### config.mk
export PLATFORM = sky130hd
export DESIGN_NAME = pointer_position_tracker
export DESIGN_NICKNAME = d
export VERILOG_FILES = /design/src/design/ppt_pkg.sv /design/src/design/ppt_scaler.sv /design/src/design/pointer_position_tracker.sv
export SDC_FILE = /design/constraint.sdc
export NUM_CORES = 1
export LEC_CHECK = 0
export BUFFER_PORTS_ARGS = -buffer_cell sky130_fd_sc_hd__buf_2
export CAP_MARGIN = 20
export CORE_ASPECT_RATIO = 1.75
export CORE_MARGIN = 1
export CORE_UTILIZATION = 60
export CTS_CLUSTER_SIZE = 25
export DETAILED_ROUTE_END_ITERATION = 8
export PLACE_DENSITY_LB_ADDON = 0.25
export SLEW_MARGIN = 20
export SYNTH_ARGS = -nofsm -noshare
export SYNTH_HDL_FRONTEND = slang
export SYNTH_SLANG_ARGS = --single-unit
export TNS_END_PERCENT = 100
### constraint.sdc
create_clock -name aclk -period 10.1 [get_ports aclk]
set_clock_uncertainty 0.2 [all_clocks]
set_input_delay 2.02 -clock aclk [delete_from_list [all_inputs] [get_ports aclk]]
set_output_delay 2.02 -clock aclk [all_outputs]
set_load 0.02 [all_outputs]
### src/design/ppt_pkg.sv
`default_nettype none

package ppt_pkg;

    // Fixed field widths of the ports.
    localparam int SIZE_W    = 13;
    localparam int POS_OUT_W = 21;
    localparam int CMD_W     = 3;
    localparam int STAT_W    = 2;
    localparam int ADDR_W    = 5;
    localparam int DATA_W    = 32;
    localparam int REG_IDX_W = 3;

    // Screen size after reset, in whole pixels.
    localparam int DEFAULT_WIDTH  = 1920;
    localparam int DEFAULT_HEIGHT = 1080;
    localparam int ABS_MAX_RESET  = 32767;

    // Event commands.
    localparam logic [CMD_W-1:0] CMD_REL_X  = 3'd0;
    localparam logic [CMD_W-1:0] CMD_REL_Y  = 3'd1;
    localparam logic [CMD_W-1:0] CMD_ABS_X  = 3'd2;
    localparam logic [CMD_W-1:0] CMD_ABS_Y  = 3'd3;
    localparam logic [CMD_W-1:0] CMD_BUTTON = 3'd4;

    // Result status codes.
    localparam logic [STAT_W-1:0] STAT_OK      = 2'd0;
    localparam logic [STAT_W-1:0] STAT_IGNORED = 2'd1;
    localparam logic [STAT_W-1:0] STAT_RANGE   = 2'd2;

    // Register indexes on the configuration port.
    localparam logic [REG_IDX_W-1:0] REG_WIDTH  = 3'd0;
    localparam logic [REG_IDX_W-1:0] REG_HEIGHT = 3'd1;
    localparam logic [REG_IDX_W-1:0] REG_X_MIN  = 3'd2;
    localparam logic [REG_IDX_W-1:0] REG_X_MAX  = 3'd3;
    localparam logic [REG_IDX_W-1:0] REG_Y_MIN  = 3'd4;
    localparam logic [REG_IDX_W-1:0] REG_Y_MAX  = 3'd5;

    // Status of the serial scaling unit as seen by the control logic.
    typedef struct packed {
        logic busy;
        logic done;
    } scl_stat_t;

endpackage

`default_nettype wire

### src/design/ppt_scaler.sv
`default_nettype none

// Serial absolute scaler: quotient = min(diff * top / denom, top).
// The product is formed one multiplier bit per cycle (shift and add), then
// the quotient is formed one bit per cycle by restoring division.
module ppt_scaler #(
    parameter int SW    = 16,
    parameter int POS_W = 21
) (
    input  wire logic              aclk,
    input  wire logic              aresetn,
    input  wire logic              start,
    input  wire logic [SW-1:0]     diff,
    input  wire logic [SW-1:0]     denom,
    input  wire logic [POS_W-1:0]  top,
    output ppt_pkg::scl_stat_t     stat,
    output logic      [POS_W-1:0]  quotient
);
    import ppt_pkg::*;

    localparam int NUM_W   = POS_W + SW;
    localparam int CNT_MAX = (SW > POS_W) ? SW : POS_W;
    localparam int CNT_W   = $clog2(CNT_MAX + 1);

    localparam logic [2:0] S_IDLE = 3'd0;
    localparam logic [2:0] S_MUL  = 3'd1;
    localparam logic [2:0] S_CHK  = 3'd2;
    localparam logic [2:0] S_DIV  = 3'd3;
    localparam logic [2:0] S_FIN  = 3'd4;

    logic [2:0]       state_reg, state_next;
    logic [CNT_W-1:0] cnt_reg, cnt_next;
    logic [NUM_W-1:0] acc_reg, acc_next;
    logic [SW-1:0]    rem_reg, rem_next;
    logic [SW-1:0]    denom_reg, denom_next;
    logic [POS_W-1:0] top_reg, top_next;

    logic [POS_W:0]   mul_sum;
    logic [SW:0]      trial;
    logic [SW:0]      trial_sub;
    logic             fits;
    logic [SW-1:0]    upper;
    logic [POS_W-1:0] q_low;

    // One multiplier bit per cycle: add top to the high half, shift right.
    assign mul_sum = {1'b0, acc_reg[NUM_W-1:SW]}
                   + (acc_reg[0] ? {1'b0, top_reg} : {(POS_W + 1){1'b0}});

    // One quotient bit per cycle: bring down the next dividend bit.
    assign trial     = {rem_reg, acc_reg[POS_W-1]};
    assign fits      = (trial >= {1'b0, denom_reg});
    assign trial_sub = trial - {1'b0, denom_reg};

    assign upper = acc_reg[NUM_W-1:POS_W];
    assign q_low = acc_reg[POS_W-1:0];

    // Saturate the quotient at the screen size.
    assign quotient  = (q_low > top_reg) ? top_reg : q_low;
    assign stat.busy = (state_reg != S_IDLE);
    assign stat.done = (state_reg == S_FIN);

    // Sequencer for the multiply and divide passes.
    always_comb begin
        state_next = state_reg;
        cnt_next   = cnt_reg;
        acc_next   = acc_reg;
        rem_next   = rem_reg;
        denom_next = denom_reg;
        top_next   = top_reg;
        case (state_reg)
            S_IDLE: begin
                if (start) begin
                    acc_next   = {{POS_W{1'b0}}, diff};
                    denom_next = denom;
                    top_next   = top;
                    cnt_next   = '0;
                    state_next = S_MUL;
                end
            end
            S_MUL: begin
                acc_next = {mul_sum, acc_reg[SW-1:1]};
                cnt_next = cnt_reg + 1'b1;
                if (cnt_reg == CNT_W'(SW - 1)) begin
                    state_next = S_CHK;
                end
            end
            S_CHK: begin
                // A quotient that needs more than POS_W bits is above top.
                cnt_next = '0;
                if (upper >= denom_reg) begin
                    acc_next[POS_W-1:0] = '1;
                    state_next          = S_FIN;
                end else begin
                    rem_next   = upper;
                    state_next = S_DIV;
                end
            end
            S_DIV: begin
                rem_next            = fits ? trial_sub[SW-1:0] : trial[SW-1:0];
                acc_next[POS_W-1:0] = {acc_reg[POS_W-2:0], fits};
                cnt_next            = cnt_reg + 1'b1;
                if (cnt_reg == CNT_W'(POS_W - 1)) begin
                    state_next = S_FIN;
                end
            end
            S_FIN: begin
                state_next = S_IDLE;
            end
            default: begin
                state_next = S_IDLE;
            end
        endcase
    end

    always_ff @(posedge aclk) begin
        if (!aresetn) begin
            state_reg <= S_IDLE;
            cnt_reg   <= '0;
        end else begin
            state_reg <= state_next;
            cnt_reg   <= cnt_next;
        end
        acc_reg   <= acc_next;
        rem_reg   <= rem_next;
        denom_reg <= denom_next;
        top_reg   <= top_next;
    end

    a_start_idle: assert property (@(posedge aclk) disable iff (!aresetn)
        start |-> !stat.busy)
        else $error("scaler started while busy");

    a_done_pulse: assert property (@(posedge aclk) disable iff (!aresetn)
        stat.done |=> !stat.done)
        else $error("scaler done held for more than one cycle");

    a_rem_below: assert property (@(posedge aclk) disable iff (!aresetn)
        (state_reg == S_DIV) |-> (rem_reg < denom_reg))
        else $error("partial remainder not below divisor");

    a_quot_sat: assert property (@(posedge aclk) disable iff (!aresetn)
        stat.done |-> (quotient <= top_reg))
        else $error("quotient above screen size");

endmodule

`default_nettype wire

### src/design/pointer_position_tracker.sv
// Channel   | Handshake              | Payload
// ----------+------------------------+---------------------------------------------
// event in  | s_valid / s_ready      | s_command, s_event_value, s_from_absolute_device
// result    | m_valid / m_ready      | m_cursor_x/y, m_button_down, m_press_x/y, m_status
// config    | psel/penable/pwrite    | paddr, pwdata, prdata, pready (always high)
//
// A relative, button, ignored or unscaled absolute item goes from T_IDLE to T_DONE and
// back to T_IDLE before the next acceptance. A scaled absolute item passes through T_BUSY,
// where the scaler forms one multiplier bit, then one quotient bit per cycle; a product
// already past the screen size skips the division. A result waits in the output
// register while the next item is accepted; a stalled result holds the block only when
// the next result is ready to load. Synchronous reset.
`default_nettype none

module pointer_position_tracker #(
    parameter int FRACTION_BITS = 8,
    parameter int SAMPLE_WIDTH  = 16
) (
    input  wire logic                                 aclk,
    input  wire logic                                 aresetn,

    input  wire logic                                 s_valid,
    output logic                                      s_ready,
    input  wire logic        [ppt_pkg::CMD_W-1:0]     s_command,
    input  wire logic signed [SAMPLE_WIDTH-1:0]       s_event_value,
    input  wire logic                                 s_from_absolute_device,

    output logic                                      m_valid,
    input  wire logic                                 m_ready,
    output logic             [ppt_pkg::POS_OUT_W-1:0] m_cursor_x,
    output logic             [ppt_pkg::POS_OUT_W-1:0] m_cursor_y,
    output logic                                      m_button_down,
    output logic             [ppt_pkg::POS_OUT_W-1:0] m_press_x,
    output logic             [ppt_pkg::POS_OUT_W-1:0] m_press_y,
    output logic             [ppt_pkg::STAT_W-1:0]    m_status,

    input  wire logic                                 psel,
    input  wire logic                                 penable,
    input  wire logic                                 pwrite,
    input  wire logic        [ppt_pkg::ADDR_W-1:0]    paddr,
    input  wire logic        [ppt_pkg::DATA_W-1:0]    pwdata,
    output logic             [ppt_pkg::DATA_W-1:0]    prdata,
    output logic                                      pready
);
    import ppt_pkg::*;

    localparam int SW     = SAMPLE_WIDTH;
    localparam int POS_W  = SIZE_W + FRACTION_BITS;
    localparam int WIDE_W = (SW > SIZE_W) ? SW : SIZE_W;
    localparam int REL_W  = FRACTION_BITS + WIDE_W + 2;

    localparam logic [POS_W-1:0] POS_X_RST =
        POS_W'((DEFAULT_WIDTH * (1 << FRACTION_BITS)) / 2);
    localparam logic [POS_W-1:0] POS_Y_RST =
        POS_W'((DEFAULT_HEIGHT * (1 << FRACTION_BITS)) / 2);

    localparam logic [1:0] T_IDLE = 2'd0;
    localparam logic [1:0] T_BUSY = 2'd1;
    localparam logic [1:0] T_DONE = 2'd2;

    // Configuration registers.
    logic        [SIZE_W-1:0] width_reg, height_reg;
    logic signed [SW-1:0]     x_min_reg, x_max_reg, y_min_reg, y_max_reg;

    // Tracker state.
    logic [1:0]       state_reg, state_next;
    logic [POS_W-1:0] pos_x_reg, pos_x_next;
    logic [POS_W-1:0] pos_y_reg, pos_y_next;
    logic             held_reg, held_next;
    logic [POS_W-1:0] latch_x_reg, latch_x_next;
    logic [POS_W-1:0] latch_y_reg, latch_y_next;
    logic [STAT_W-1:0] status_reg, status_next;
    logic             axis_y_reg, axis_y_next;

    // Output register.
    logic                  m_valid_reg, m_valid_next;
    logic                  load_out;
    logic [POS_OUT_W-1:0]  out_x_reg, out_y_reg, out_px_reg, out_py_reg;
    logic                  out_held_reg;
    logic [STAT_W-1:0]     out_status_reg;

    logic                     wr_en;
    logic [REG_IDX_W-1:0]     wr_idx;

    logic                     axis_y;
    logic [POS_W-1:0]         sel_pos;
    logic [SIZE_W-1:0]        sel_size;
    logic [POS_W-1:0]         top_sel;
    logic signed [REL_W-1:0]  pos_ext, delta_ext, top_ext, rel_sum;
    logic [POS_W-1:0]         rel_res;
    logic signed [SW-1:0]     sel_lo, sel_hi;
    logic signed [SW:0]       denom_s, diff_s;
    logic                     denom_pos, diff_pos;

    logic                     scl_start;
    scl_stat_t                scl_stat;
    logic [POS_W-1:0]         scl_quot;

    // APB register port.
    assign pready = 1'b1;
    assign wr_en  = psel && penable && pwrite;
    assign wr_idx = paddr[ADDR_W-1:2];

    always_comb begin
        case (wr_idx)
            REG_WIDTH:  prdata = DATA_W'(width_reg);
            REG_HEIGHT: prdata = DATA_W'(height_reg);
            REG_X_MIN:  prdata = DATA_W'(x_min_reg);
            REG_X_MAX:  prdata = DATA_W'(x_max_reg);
            REG_Y_MIN:  prdata = DATA_W'(y_min_reg);
            REG_Y_MAX:  prdata = DATA_W'(y_max_reg);
            default:    prdata = '0;
        endcase
    end

    always_ff @(posedge aclk) begin
        if (!aresetn) begin
            width_reg  <= SIZE_W'(DEFAULT_WIDTH);
            height_reg <= SIZE_W'(DEFAULT_HEIGHT);
            x_min_reg  <= '0;
            x_max_reg  <= SW'(ABS_MAX_RESET);
            y_min_reg  <= '0;
            y_max_reg  <= SW'(ABS_MAX_RESET);
        end else if (wr_en) begin
            case (wr_idx)
                REG_WIDTH:  width_reg  <= pwdata[SIZE_W-1:0];
                REG_HEIGHT: height_reg <= pwdata[SIZE_W-1:0];
                REG_X_MIN:  x_min_reg  <= pwdata[SW-1:0];
                REG_X_MAX:  x_max_reg  <= pwdata[SW-1:0];
                REG_Y_MIN:  y_min_reg  <= pwdata[SW-1:0];
                REG_Y_MAX:  y_max_reg  <= pwdata[SW-1:0];
                default: begin
                end
            endcase
        end
    end

    // Axis selection for the incoming item.
    assign axis_y   = (s_command == CMD_REL_Y) || (s_command == CMD_ABS_Y);
    assign sel_pos  = axis_y ? pos_y_reg : pos_x_reg;
    assign sel_size = axis_y ? height_reg : width_reg;
    assign sel_lo   = axis_y ? y_min_reg : x_min_reg;
    assign sel_hi   = axis_y ? y_max_reg : x_max_reg;
    assign top_sel  = POS_W'(sel_size) << FRACTION_BITS;

    // Relative move: add the delta in pixels, then clamp to the screen.
    assign pos_ext   = REL_W'(sel_pos);
    assign delta_ext = REL_W'(s_event_value) <<< FRACTION_BITS;
    assign top_ext   = REL_W'(top_sel);
    assign rel_sum   = pos_ext + delta_ext;

    always_comb begin
        if (rel_sum[REL_W-1]) begin
            rel_res = '0;
        end else if (rel_sum >= top_ext) begin
            if (sel_size == '0) begin
                rel_res = '0;
            end else begin
                rel_res = POS_W'(sel_size - 1'b1) << FRACTION_BITS;
            end
        end else begin
            rel_res = rel_sum[POS_W-1:0];
        end
    end

    // Absolute sample: range and offset from the axis minimum.
    assign denom_s   = $signed({sel_hi[SW-1], sel_hi}) - $signed({sel_lo[SW-1], sel_lo});
    assign diff_s    = $signed({s_event_value[SW-1], s_event_value})
                     - $signed({sel_lo[SW-1], sel_lo});
    assign denom_pos = !denom_s[SW] && (denom_s != '0);
    assign diff_pos  = !diff_s[SW] && (diff_s != '0);

    ppt_scaler #(
        .SW    (SW),
        .POS_W (POS_W)
    ) u_scaler (
        .aclk     (aclk),
        .aresetn  (aresetn),
        .start    (scl_start),
        .diff     (diff_s[SW-1:0]),
        .denom    (denom_s[SW-1:0]),
        .top      (top_sel),
        .stat     (scl_stat),
        .quotient (scl_quot)
    );

    assign s_ready  = (state_reg == T_IDLE);
    assign load_out = (state_reg == T_DONE) && (!m_valid_reg || m_ready);

    // Item sequencing and state update.
    always_comb begin
        state_next   = state_reg;
        pos_x_next   = pos_x_reg;
        pos_y_next   = pos_y_reg;
        held_next    = held_reg;
        latch_x_next = latch_x_reg;
        latch_y_next = latch_y_reg;
        status_next  = status_reg;
        axis_y_next  = axis_y_reg;
        m_valid_next = m_valid_reg && !m_ready;
        scl_start    = 1'b0;
        case (state_reg)
            T_IDLE: begin
                if (s_valid) begin
                    state_next  = T_DONE;
                    status_next = STAT_OK;
                    case (s_command)
                        CMD_REL_X: begin
                            pos_x_next = rel_res;
                        end
                        CMD_REL_Y: begin
                            pos_y_next = rel_res;
                        end
                        CMD_ABS_X, CMD_ABS_Y: begin
                            if (!s_from_absolute_device) begin
                                status_next = STAT_IGNORED;
                            end else if (!denom_pos) begin
                                status_next = STAT_RANGE;
                            end else if (!diff_pos) begin
                                if (axis_y) begin
                                    pos_y_next = '0;
                                end else begin
                                    pos_x_next = '0;
                                end
                            end else begin
                                scl_start   = 1'b1;
                                axis_y_next = axis_y;
                                state_next  = T_BUSY;
                            end
                        end
                        CMD_BUTTON: begin
                            held_next = (s_event_value != '0);
                            if (s_event_value != '0) begin
                                latch_x_next = pos_x_reg;
                                latch_y_next = pos_y_reg;
                            end
                        end
                        default: begin
                            status_next = STAT_IGNORED;
                        end
                    endcase
                end
            end
            T_BUSY: begin
                if (scl_stat.done) begin
                    if (axis_y_reg) begin
                        pos_y_next = scl_quot;
                    end else begin
                        pos_x_next = scl_quot;
                    end
                    state_next = T_DONE;
                end
            end
            T_DONE: begin
                if (load_out) begin
                    m_valid_next = 1'b1;
                    state_next   = T_IDLE;
                end
            end
            default: begin
                state_next = T_IDLE;
            end
        endcase
    end

    always_ff @(posedge aclk) begin
        if (!aresetn) begin
            state_reg   <= T_IDLE;
            pos_x_reg   <= POS_X_RST;
            pos_y_reg   <= POS_Y_RST;
            held_reg    <= 1'b0;
            latch_x_reg <= '0;
            latch_y_reg <= '0;
            m_valid_reg <= 1'b0;
        end else begin
            state_reg   <= state_next;
            pos_x_reg   <= pos_x_next;
            pos_y_reg   <= pos_y_next;
            held_reg    <= held_next;
            latch_x_reg <= latch_x_next;
            latch_y_reg <= latch_y_next;
            m_valid_reg <= m_valid_next;
        end
        status_reg <= status_next;
        axis_y_reg <= axis_y_next;
    end

    // Result register, loaded when the previous result has been taken.
    always_ff @(posedge aclk) begin
        if (load_out) begin
            out_x_reg      <= POS_OUT_W'(pos_x_reg);
            out_y_reg      <= POS_OUT_W'(pos_y_reg);
            out_px_reg     <= POS_OUT_W'(latch_x_reg);
            out_py_reg     <= POS_OUT_W'(latch_y_reg);
            out_held_reg   <= held_reg;
            out_status_reg <= status_reg;
        end
    end

    assign m_valid       = m_valid_reg;
    assign m_cursor_x    = out_x_reg;
    assign m_cursor_y    = out_y_reg;
    assign m_press_x     = out_px_reg;
    assign m_press_y     = out_py_reg;
    assign m_button_down = out_held_reg;
    assign m_status      = out_status_reg;

    a_ready_idle: assert property (@(posedge aclk) disable iff (!aresetn)
        s_ready |-> !scl_stat.busy)
        else $error("item accepted while the scaler is busy");

    a_done_busy: assert property (@(posedge aclk) disable iff (!aresetn)
        scl_stat.done |-> (state_reg == T_BUSY))
        else $error("scaler finished outside of a scaled item");

    a_status_code: assert property (@(posedge aclk) disable iff (!aresetn)
        m_valid |-> (m_status == STAT_OK || m_status == STAT_IGNORED
                     || m_status == STAT_RANGE))
        else $error("result carries an undefined status");

    a_load_done: assert property (@(posedge aclk) disable iff (!aresetn)
        $rose(m_valid) |-> $past(state_reg == T_DONE))
        else $error("result presented without a finished item");

endmodule

`default_nettype wire
==> metrics.sh, run 1 <==
CTS_INSERTED_BUFFERS=34
DP_WORST_SETUP_SLACK_PS=1910
PLACEDINSTANCEAREA_SQ_UM=21100
FIN_CELLS=2717
SYNTH_AREA_PER_CELL_SQ_UM=9.23
DIE_WIDTH_MICRONS=140
CRITICAL-PATH-MAX-STAGE-DELAY_PS=600
CRITPATHKIND='primary input to flop'
SETUP-VIOLATIONS-FINAL=0
MAXSLEWHEADROOM=0.285
CTS_NUM_SINKS=358
CRIT_TOP_CELL='nand2_1'
CRITICAL_PATH.N_BUFFERS_INVERTERS=2
CTS_TREE='yes'
COUNT_OF_FLIP_FLOPS_WITH_A_BUILT_IN_ENABLE_AFTER_SYNTHESIS=172
DRT-VIAS-PER-INSTANCE=6.20
INITIAL_CORE_UTIL=0.610
MULTI_INPUT_AREA_SQ_UM=10300
CHIPHEIGHT_MICRONS=244
LARGEST_REGISTER_FFS=37
NUM_VIAS=16857
CTS_HTREE_LEVELS=2
GRT_FIRST_PASS_WIRELENGTH_MM=89.0
DP_HPWL_MM=42.5
MAXCAPVIOLATIONS=0
FIRST_GLOBAL_VIAS=16665
LAYOUT_SETUP_WS_PS=2340
REG_TO_REG_SLACK_SETUP_PS=4600
SYN_INST=2176
PIN_COUNT_OF_THE_BIGGEST_NET_ENTERING_GLOBAL_ROUTING=88
ENDPOINT_KIND='flop'
AREA_GROWTH_SYN_TO_LAYOUT_PCT=10.7
YS.WARNINGS.COUNT=0
MIN_DELAY_PATH_CLASS='flop to flop'
IRDROPWORSTVDD_V=0.000168
FINAL.PERIOD_UTILIZATION=0.769
WL_PER_CELL_MICRONS=21.1
WORST_SKEW_PAIR.LATE_LATENCY_PS=540
FINALHOLDVIOLATIONS=0
FINAL_DESIGN_AREA_NO_FILL_SQ_UM=22300
YOSYS_REGISTER_BITS=358
DETAIL_ROUTE.DRC_VIOLATIONS=0
CLKSLEWWORSTSETUPHOLDPATHS_PS=70
DESIGN.FINAL.NETS=2474
PLACEABLE_CORE_REGION_SQ_UM=32900
WORST_PATH_REQUIRED_TIME_PS=10330
NUMBER_OF_ANTENNA_VIOLATIONS_AT_THE_FIRST_CHECK_IN_GLOBAL_ROUTING=0
CTS_REPAIR_RESIZES=0
FMAXACHIEVABLE_MHz=129
SYNTH.DISTINCT_CELLS=81
STATIC-LEAKAGE-POWER_nW=9.68
SYNTH-MAIN-FF-CELL='dfxtp_1'
IOPINCOUNT=186
ARRIVAL_TIME_OF_THE_WORST_SETUP_PATH_PS=8000
FRACTION_OF_SYNTHESIS_FLOPS_USING_AN_ASYNCHRONOUS_SET_OR_RESET_PIN=0
DRT_ITER0_MARKERS=1127
GLOBAL_ROUTE.USAGE.TOTAL=0.337
TOTALNEGATIVESETUPSLACK_PS=0
ROWS=88
DETAIL-ROUTE-ANTENNA-NETS=0
CTS_MAX_PATH_BUFFERS=3
POWER_DENSITY_nW_PER_UM2=163
DRV_SLEW=0
CRIT_FAMILY='compound AO/OA/AOI/OAI gates'
RSZ0062_AT_GRT='false'
SYN_NETS=2365
CRIT_PATH_TOP_DELAY_CELL='a221oi_1'
NUMPORTBUFFERS=166
DETAILEDROUTE.FIRSTPASSITERATIONCOUNT=6
SYNTH.YOSYS.SEQ_AREA_SHARE=0.442
SETUP.WORST_PATH.START_CLASS='primary input'
FINAL_UTIL=0.676
DIE-AREA_SQ_UM=34300
GRT_OVERFLOW_TOTAL=0
HOLDBUFCOUNTCTS=0
PLACE.GP.CONGESTION=0.992
FILLCELLCOUNT=2611
POST-LAYOUT-TOTAL-POWER_mW=3.64
TIMING.FINAL.CRIT_PERIOD_PS=7760
TIGHTESTPINTRANSITION_PS=1070
TIMING.CRITICAL_PATH.FANOUT_MAX=32
POSTCTSSETUPBUFFERS=0
STATUS='complete, no violations'
SYN-CELL-AREA_SQ_UM=20100
HOLDWS_PS=219
POST_ROUTE_CELLS_DRIVE_ABOVE_1_SHARE=0.119
TOTALWIRELENGTH_MM=57.4
PLACED_CELLS_INCL_TAPS=2654
CLOCK_TREE.ROOT_CELL='clkbuf_16'
CELL_BY_CELL_TRACE_OF_THE_CRITICAL_PATH='buf_2, nand2b_4, inv_2, nand2_1, nand2_1, ha_1, fa_1, a211oi_1, o21a_1, o21ai_0, a21oi_1, xnor2_1, ha_1, a21o_1, a21oi_1, nand2_1, nor3_1, a2bb2oi_1, and3_1, nor2_1, a221oi_1, nor2_1, mux2_1'
REGISTER_AREA_SQ_UM=8890
area by class of cell:
class | count | share of cell area
inverters | 104 | 0.0176
repair buffers | 186 | 0.0442
clock buffers | 43 | 0.0412
clock inverters | 19 | 0.0102
diodes | 1 | 0.000112
well taps | 405 | 0.0228
flip-flops and latches | 358 | 0.399
multi-input cells | 1601 | 0.464
cells in the final DEF (no fill, tap or decap), types with 22 or more instances in the layout:
| cell type | synthesis | layout |
|---|---|---|
| o21a_1 | 22 | 22 |
| dfxtp_1 | 186 | 186 |
| mux2i_1 | 165 | 165 |
| and2_1 | 27 | 27 |
| a31oi_1 | 23 | 23 |
| o22ai_1 | 33 | 33 |
| inv_1 | 101 | 100 |
| a21oi_1 | 127 | 127 |
| nand2_1 | 393 | 393 |
| clkbuf_16 | 0 | 35 |
| o21ai_0 | 73 | 73 |
| nor3_1 | 45 | 43 |
| buf_2 | 7 | 165 |
| nand3_1 | 59 | 59 |
| xnor2_1 | 35 | 35 |
| ha_1 | 120 | 120 |
| edfxtp_1 | 172 | 172 |
| a21o_1 | 27 | 27 |
| nor2_1 | 174 | 174 |
worst paths after layout:
path | startpoint | endpoint | cells after the start
setup / recovery | s_command[2] | pos_y_reg[14]$_SDFFE_PN0P_ | 23
hold reg to reg | status_reg[1]$_DFFE_PP_ | m_status[1]$_DFFE_PP_ | 0
hold / removal | status_reg[1]$_DFFE_PP_ | m_status[1]$_DFFE_PP_ | 0
setup reg to reg | pos_x_reg[8]$_SDFFE_PN0P_ | pos_y_reg[14]$_SDFFE_PN0P_ | 20
power by group:
group	internal [mW]	leakage [nW]	total (mW)	switching [mW]
clock network	0.757	0.552	1.33	0.574
logic	0.240	6.02	0.646	0.406
registers	1.60	3.11	1.66	0.0588
total	2.60	9.68	3.64	1.04
cell families after synthesis:
group,after synthesis,share of synthesized area
fa+ha+maj,125,0.0797
other cells,1,0.000187
compound gates,437,0.143
simple gates,810,0.177
flops,358,0.442
buf+inv,217,0.0449
xor+xnor,54,0.0235
mux,174,0.0895
Yosys cell counts (23+ instances only):
cell type / count / area share
clkbuf_1: 74 / 0.014
xnor2_1: 35 / 0.015
dfxtp_1: 186 / 0.19
nand3_1: 59 / 0.015
o22ai_1: 33 / 0.010
a21o_1: 27 / 0.010
nor3_1: 45 / 0.011
and2_1: 27 / 0.0084
edfxtp_1: 172 / 0.26
nor2_1: 174 / 0.033
a31oi_1: 23 / 0.0072
nand2_1: 393 / 0.073
a21oi_1: 127 / 0.032
ha_1: 120 / 0.075
inv_1: 101 / 0.019
o21ai_0: 73 / 0.018
mux2i_1: 165 / 0.082
metal layers:
layer	vias up	global-route usage	routed length, microns
met2	681	0.595	28700
li1	7983	-	-
met1	7970	0.366	20600
met5	-	0	0
met3	223	0.0392	3270
met4	0	0.260	4730
No activity file was read; power rests on OpenSTA's default activity.
==> run 2: changes to the inputs <==
--- a/config.mk
+++ b/config.mk
@@ -5,6 +5,7 @@
 export SDC_FILE = /design/constraint.sdc
 export NUM_CORES = 1
 export LEC_CHECK = 0
+export ABC_AREA = 1
 export BUFFER_PORTS_ARGS = -buffer_cell sky130_fd_sc_hd__buf_2
 export CAP_MARGIN = 20
 export CORE_ASPECT_RATIO = 1.75
==> constraint.sdc (replaced) <==
create_clock -name aclk -period 8.02 [get_ports aclk]
set_clock_uncertainty 0.2 [all_clocks]
set_input_delay 1.604 -clock aclk [delete_from_list [all_inputs] [get_ports aclk]]
set_output_delay 1.604 -clock aclk [all_outputs]
set_load 0.02 [all_outputs]
==> metrics.sh, run 2 <==
SYNTH.DISTINCT_CELLS=60  # -26%
STATUS='complete, no violations'
ENDPOINT_KIND='flop'
DIE_WIDTH_MICRONS=142  # +1.0%
POST-LAYOUT-TOTAL-POWER_mW=5.78  # +59%
WL_PER_CELL_MICRONS=19.0  # -10%
DETAILEDROUTE.FIRSTPASSITERATIONCOUNT=5  # -1
IRDROPWORSTVDD_V=0.000245  # +45%
HOLDWS_PS=228  # +8.93 ps
DP_HPWL_MM=46.6  # +9.6%
FINAL_UTIL=0.674  # -0.00210
DIE-AREA_SQ_UM=35000  # +2.1%
NUM_VIAS=18868  # +12%
TIMING.FINAL.CRIT_PERIOD_PS=6250
POSTCTSSETUPBUFFERS=0  # unchanged
FINAL_DESIGN_AREA_NO_FILL_SQ_UM=22700  # +2.2%
SYNTH_AREA_PER_CELL_SQ_UM=7.66  # -17%
CHIPHEIGHT_MICRONS=247  # +1.0%
DRV_SLEW=0  # unchanged
PLACE.GP.CONGESTION=0.956  # -3.6%
CRITICAL-PATH-MAX-STAGE-DELAY_PS=490  # -110 ps
DP_WORST_SETUP_SLACK_PS=1420  # -498 ps
YOSYS_REGISTER_BITS=358  # unchanged
CRIT_FAMILY='simple AND/OR/NAND/NOR gates'
GLOBAL_ROUTE.USAGE.TOTAL=0.356  # +0.0198
ARRIVAL_TIME_OF_THE_WORST_SETUP_PATH_PS=6480  # -1520 ps
IOPINCOUNT=186  # unchanged
DETAIL_ROUTE.DRC_VIOLATIONS=0  # unchanged
WORST_PATH_REQUIRED_TIME_PS=8240  # -2090 ps
DRT-VIAS-PER-INSTANCE=5.76  # -7.1%
FMAXACHIEVABLE_MHz=160
CLOCK_TREE.ROOT_CELL='clkbuf_16'
DRT_ITER0_MARKERS=1305  # +16%
DETAIL-ROUTE-ANTENNA-NETS=0  # unchanged
SYN-CELL-AREA_SQ_UM=20500  # +2.1%
SYNTHTOPCELLSBYCOUNT='nand2_1 (646), inv_1 (338), nor2_1 (274), o21ai_0 (220), a21oi_1 (198)'
SYN_INST=2680  # +23%
GRT_OVERFLOW_TOTAL=0  # unchanged
FINALHOLDVIOLATIONS=0  # unchanged
REG_TO_REG_SLACK_SETUP_PS=3390  # -1210 ps
CRITPATHKIND='primary input to flop'
CTS_REPAIR_RESIZES=0  # unchanged
SYNTH.TOP_CELLS.BY_AREA='edfxtp_1 (25%), dfxtp_1 (18%), nand2_1 (12%), ha_1 (7.3%), inv_1 (6.2%)'
SYNTH_AREA_LEADER_CELL='edfxtp_1'
CTS_TREE='yes'
PLACEABLE_CORE_REGION_SQ_UM=33700  # +2.5%
NUMBER_OF_ANTENNA_VIOLATIONS_AT_THE_FIRST_CHECK_IN_GLOBAL_ROUTING=3  # +3
PIN_COUNT_OF_THE_BIGGEST_NET_ENTERING_GLOBAL_ROUTING=98  # +11%
FIRST_GLOBAL_VIAS=17898  # +7.4%
WORST_SKEW_PAIR.LATE_LATENCY_PS=550  # about the same
POWER_DENSITY_nW_PER_UM2=254  # +56%
RSZ0062_AT_GRT='false'
SETUP-VIOLATIONS-FINAL=0  # unchanged
LAYOUT.CELLS.MOST_COMMON_LIST='nand2_1 (646), inv_1 (337), nor2_1 (272)'
CLKSLEWWORSTSETUPHOLDPATHS_PS=60  # about the same
TIMING.CRITICAL_PATH.FANOUT_MAX=54  # +69%
COUNT_OF_FLIP_FLOPS_WITH_A_BUILT_IN_ENABLE_AFTER_SYNTHESIS=172  # unchanged
GRT_FIRST_PASS_WIRELENGTH_MM=95.6  # +7.4%
SYNTH-MAIN-FF-CELL='dfxtp_1'
YS.WARNINGS.COUNT=0  # unchanged
DESIGN.FINAL.NETS=2981  # +20%
CTS_HTREE_LEVELS=2  # unchanged
MAXSLEWHEADROOM=0.293  # +0.00732
YOSYSMOSTFREQUENTCELL='nand2_1'
TOTALWIRELENGTH_MM=62.2  # +8.3%
HOLDBUFCOUNTCTS=0  # unchanged
LAYOUT.CELLS.MOST_COMMON='nand2_1'
SYNTH.YOSYS.SEQ_AREA_SHARE=0.433  # -0.00917
SYN_NETS=2869  # +21%
TOTALNEGATIVESETUPSLACK_PS=0  # unchanged
SYNTH_LARGEST_TYPE_AREA_FRACTION=0.252  # -0.00533
FIN_CELLS=3275  # +21%
FRACTION_OF_SYNTHESIS_FLOPS_USING_AN_ASYNCHRONOUS_SET_OR_RESET_PIN=0  # unchanged
SETUP.WORST_PATH.START_CLASS='primary input'
CRIT_PATH_TOP_DELAY_CELL='nand2_4'
POST_ROUTE_CELLS_DRIVE_ABOVE_1_SHARE=0.105  # -0.0140
CRIT_TOP_CELL='nand2_1'
LARGEST_REGISTER_FFS=37  # unchanged
INITIAL_CORE_UTIL=0.608  # -0.00222
AREA_GROWTH_SYN_TO_LAYOUT_PCT=10.8  # about the same
MAXCAPVIOLATIONS=0  # unchanged
FINAL.PERIOD_UTILIZATION=0.780
CRITICAL_PATH.N_BUFFERS_INVERTERS=5  # +3
NUMPORTBUFFERS=166  # unchanged
PLACEDINSTANCEAREA_SQ_UM=21500  # +2.1%
ROWS=89  # +1.1%
PLACED_CELLS_INCL_TAPS=3211  # +21%
TIGHTESTPINTRANSITION_PS=1060  # -7.74 ps
LAYOUT_SETUP_WS_PS=1770  # -569 ps
CTS_MAX_PATH_BUFFERS=3  # unchanged
CTS_NUM_SINKS=358  # unchanged
STATIC-LEAKAGE-POWER_nW=10.9  # +13%
CTS_INSERTED_BUFFERS=34  # unchanged
MIN_DELAY_PATH_CLASS='flop to flop'
[run 2: changes by cell type in the layout (fill, tap and decap cells not counted), sizes merged, moves of 25 or more]
| cell | change |
|---|---|
| mux2i | -164 |
| a21oi | +71 |
| inv | +246 |
| o21ai | +173 |
| xnor2 | -25 |
| nor2 | +104 |
| nand2 | +257 |
| nand3 | +85 |
[run 2: worst reg2reg max path, cell delays in order (launching register included)]
cell and delay [ps]:
dfxtp_1 310, inv_1 60, o21ai_0 480, ha_1 250
inv_1 90, fa_1 440, nand3_1 120, nand3_2 110
nand2_1 110, nand2_1 80, nand2_1 110, nand2_1 60
nand2_1 80, nand2_1 80, nand2_1 70, nor2_1 40
nand3_1 220, nand3_1 230, nor2_2 220, nand2_1 230
nand2_1 630
[run 2: kinds of logic (layout without fill, tap and decap cells)]
logic type,Yosys count,after routing,share of synthesized area
and+or+nand+nor,1166,1166,0.237
adders and majority gates,125,125,0.0780
buffers and inverters,461,599,0.0917
AOI/OAI and AO/OA,535,535,0.145
DFF,358,358,0.433
xor gates and xnor gates,33,33,0.0141
muxes,1,1,0.000488
other,1,3,0.000183
[run 2: worst paths after layout]
check | startpoint | cells after the start | endpoint
worst max-delay path | s_command[2] | 28 | pos_y_reg[8]$_SDFFE_PN0P_
worst min-delay path | latch_y_reg[8]$_SDFFE_PN0P_ | 0 | m_press_y[8]$_DFFE_PP_
worst max register to register | y_min_reg[0]$_SDFFE_PN0P_ | 20 | u_scaler.acc_reg[21]$_SDFFCE_PN0P_
worst min register to register | latch_y_reg[8]$_SDFFE_PN0P_ | 0 | m_press_y[8]$_DFFE_PP_
[run 2: final cells by class]
type	instances	area (sq um)
diodes	2	5.00
clock buffers	42	953
clock inverters	20	220
fillers	2905	11000
inverters	354	1330
multi-input cells	1861	9770
flip-flops and latches	358	8890
well taps	455	569
repair buffers	183	997
[run 2: report_power, final]
group	switching [mW]	internal, mW
registers	0.180	2.19
clock network	0.724	0.984
logic	1.16	0.534
[run 2: routing by layer]
layer / vias to the layer above / share of wire / GRT usage / wire, microns
li1: 9102 / - / - / -
met1: 8697 / 0.37 / 0.405 / 22800
met2: 864 / 0.50 / 0.639 / 31300
met3: 203 / 0.068 / 0.0416 / 4200
met4: 2 / 0.063 / 0.208 / 3910
met5: - / 0.00019 / 0 / 12
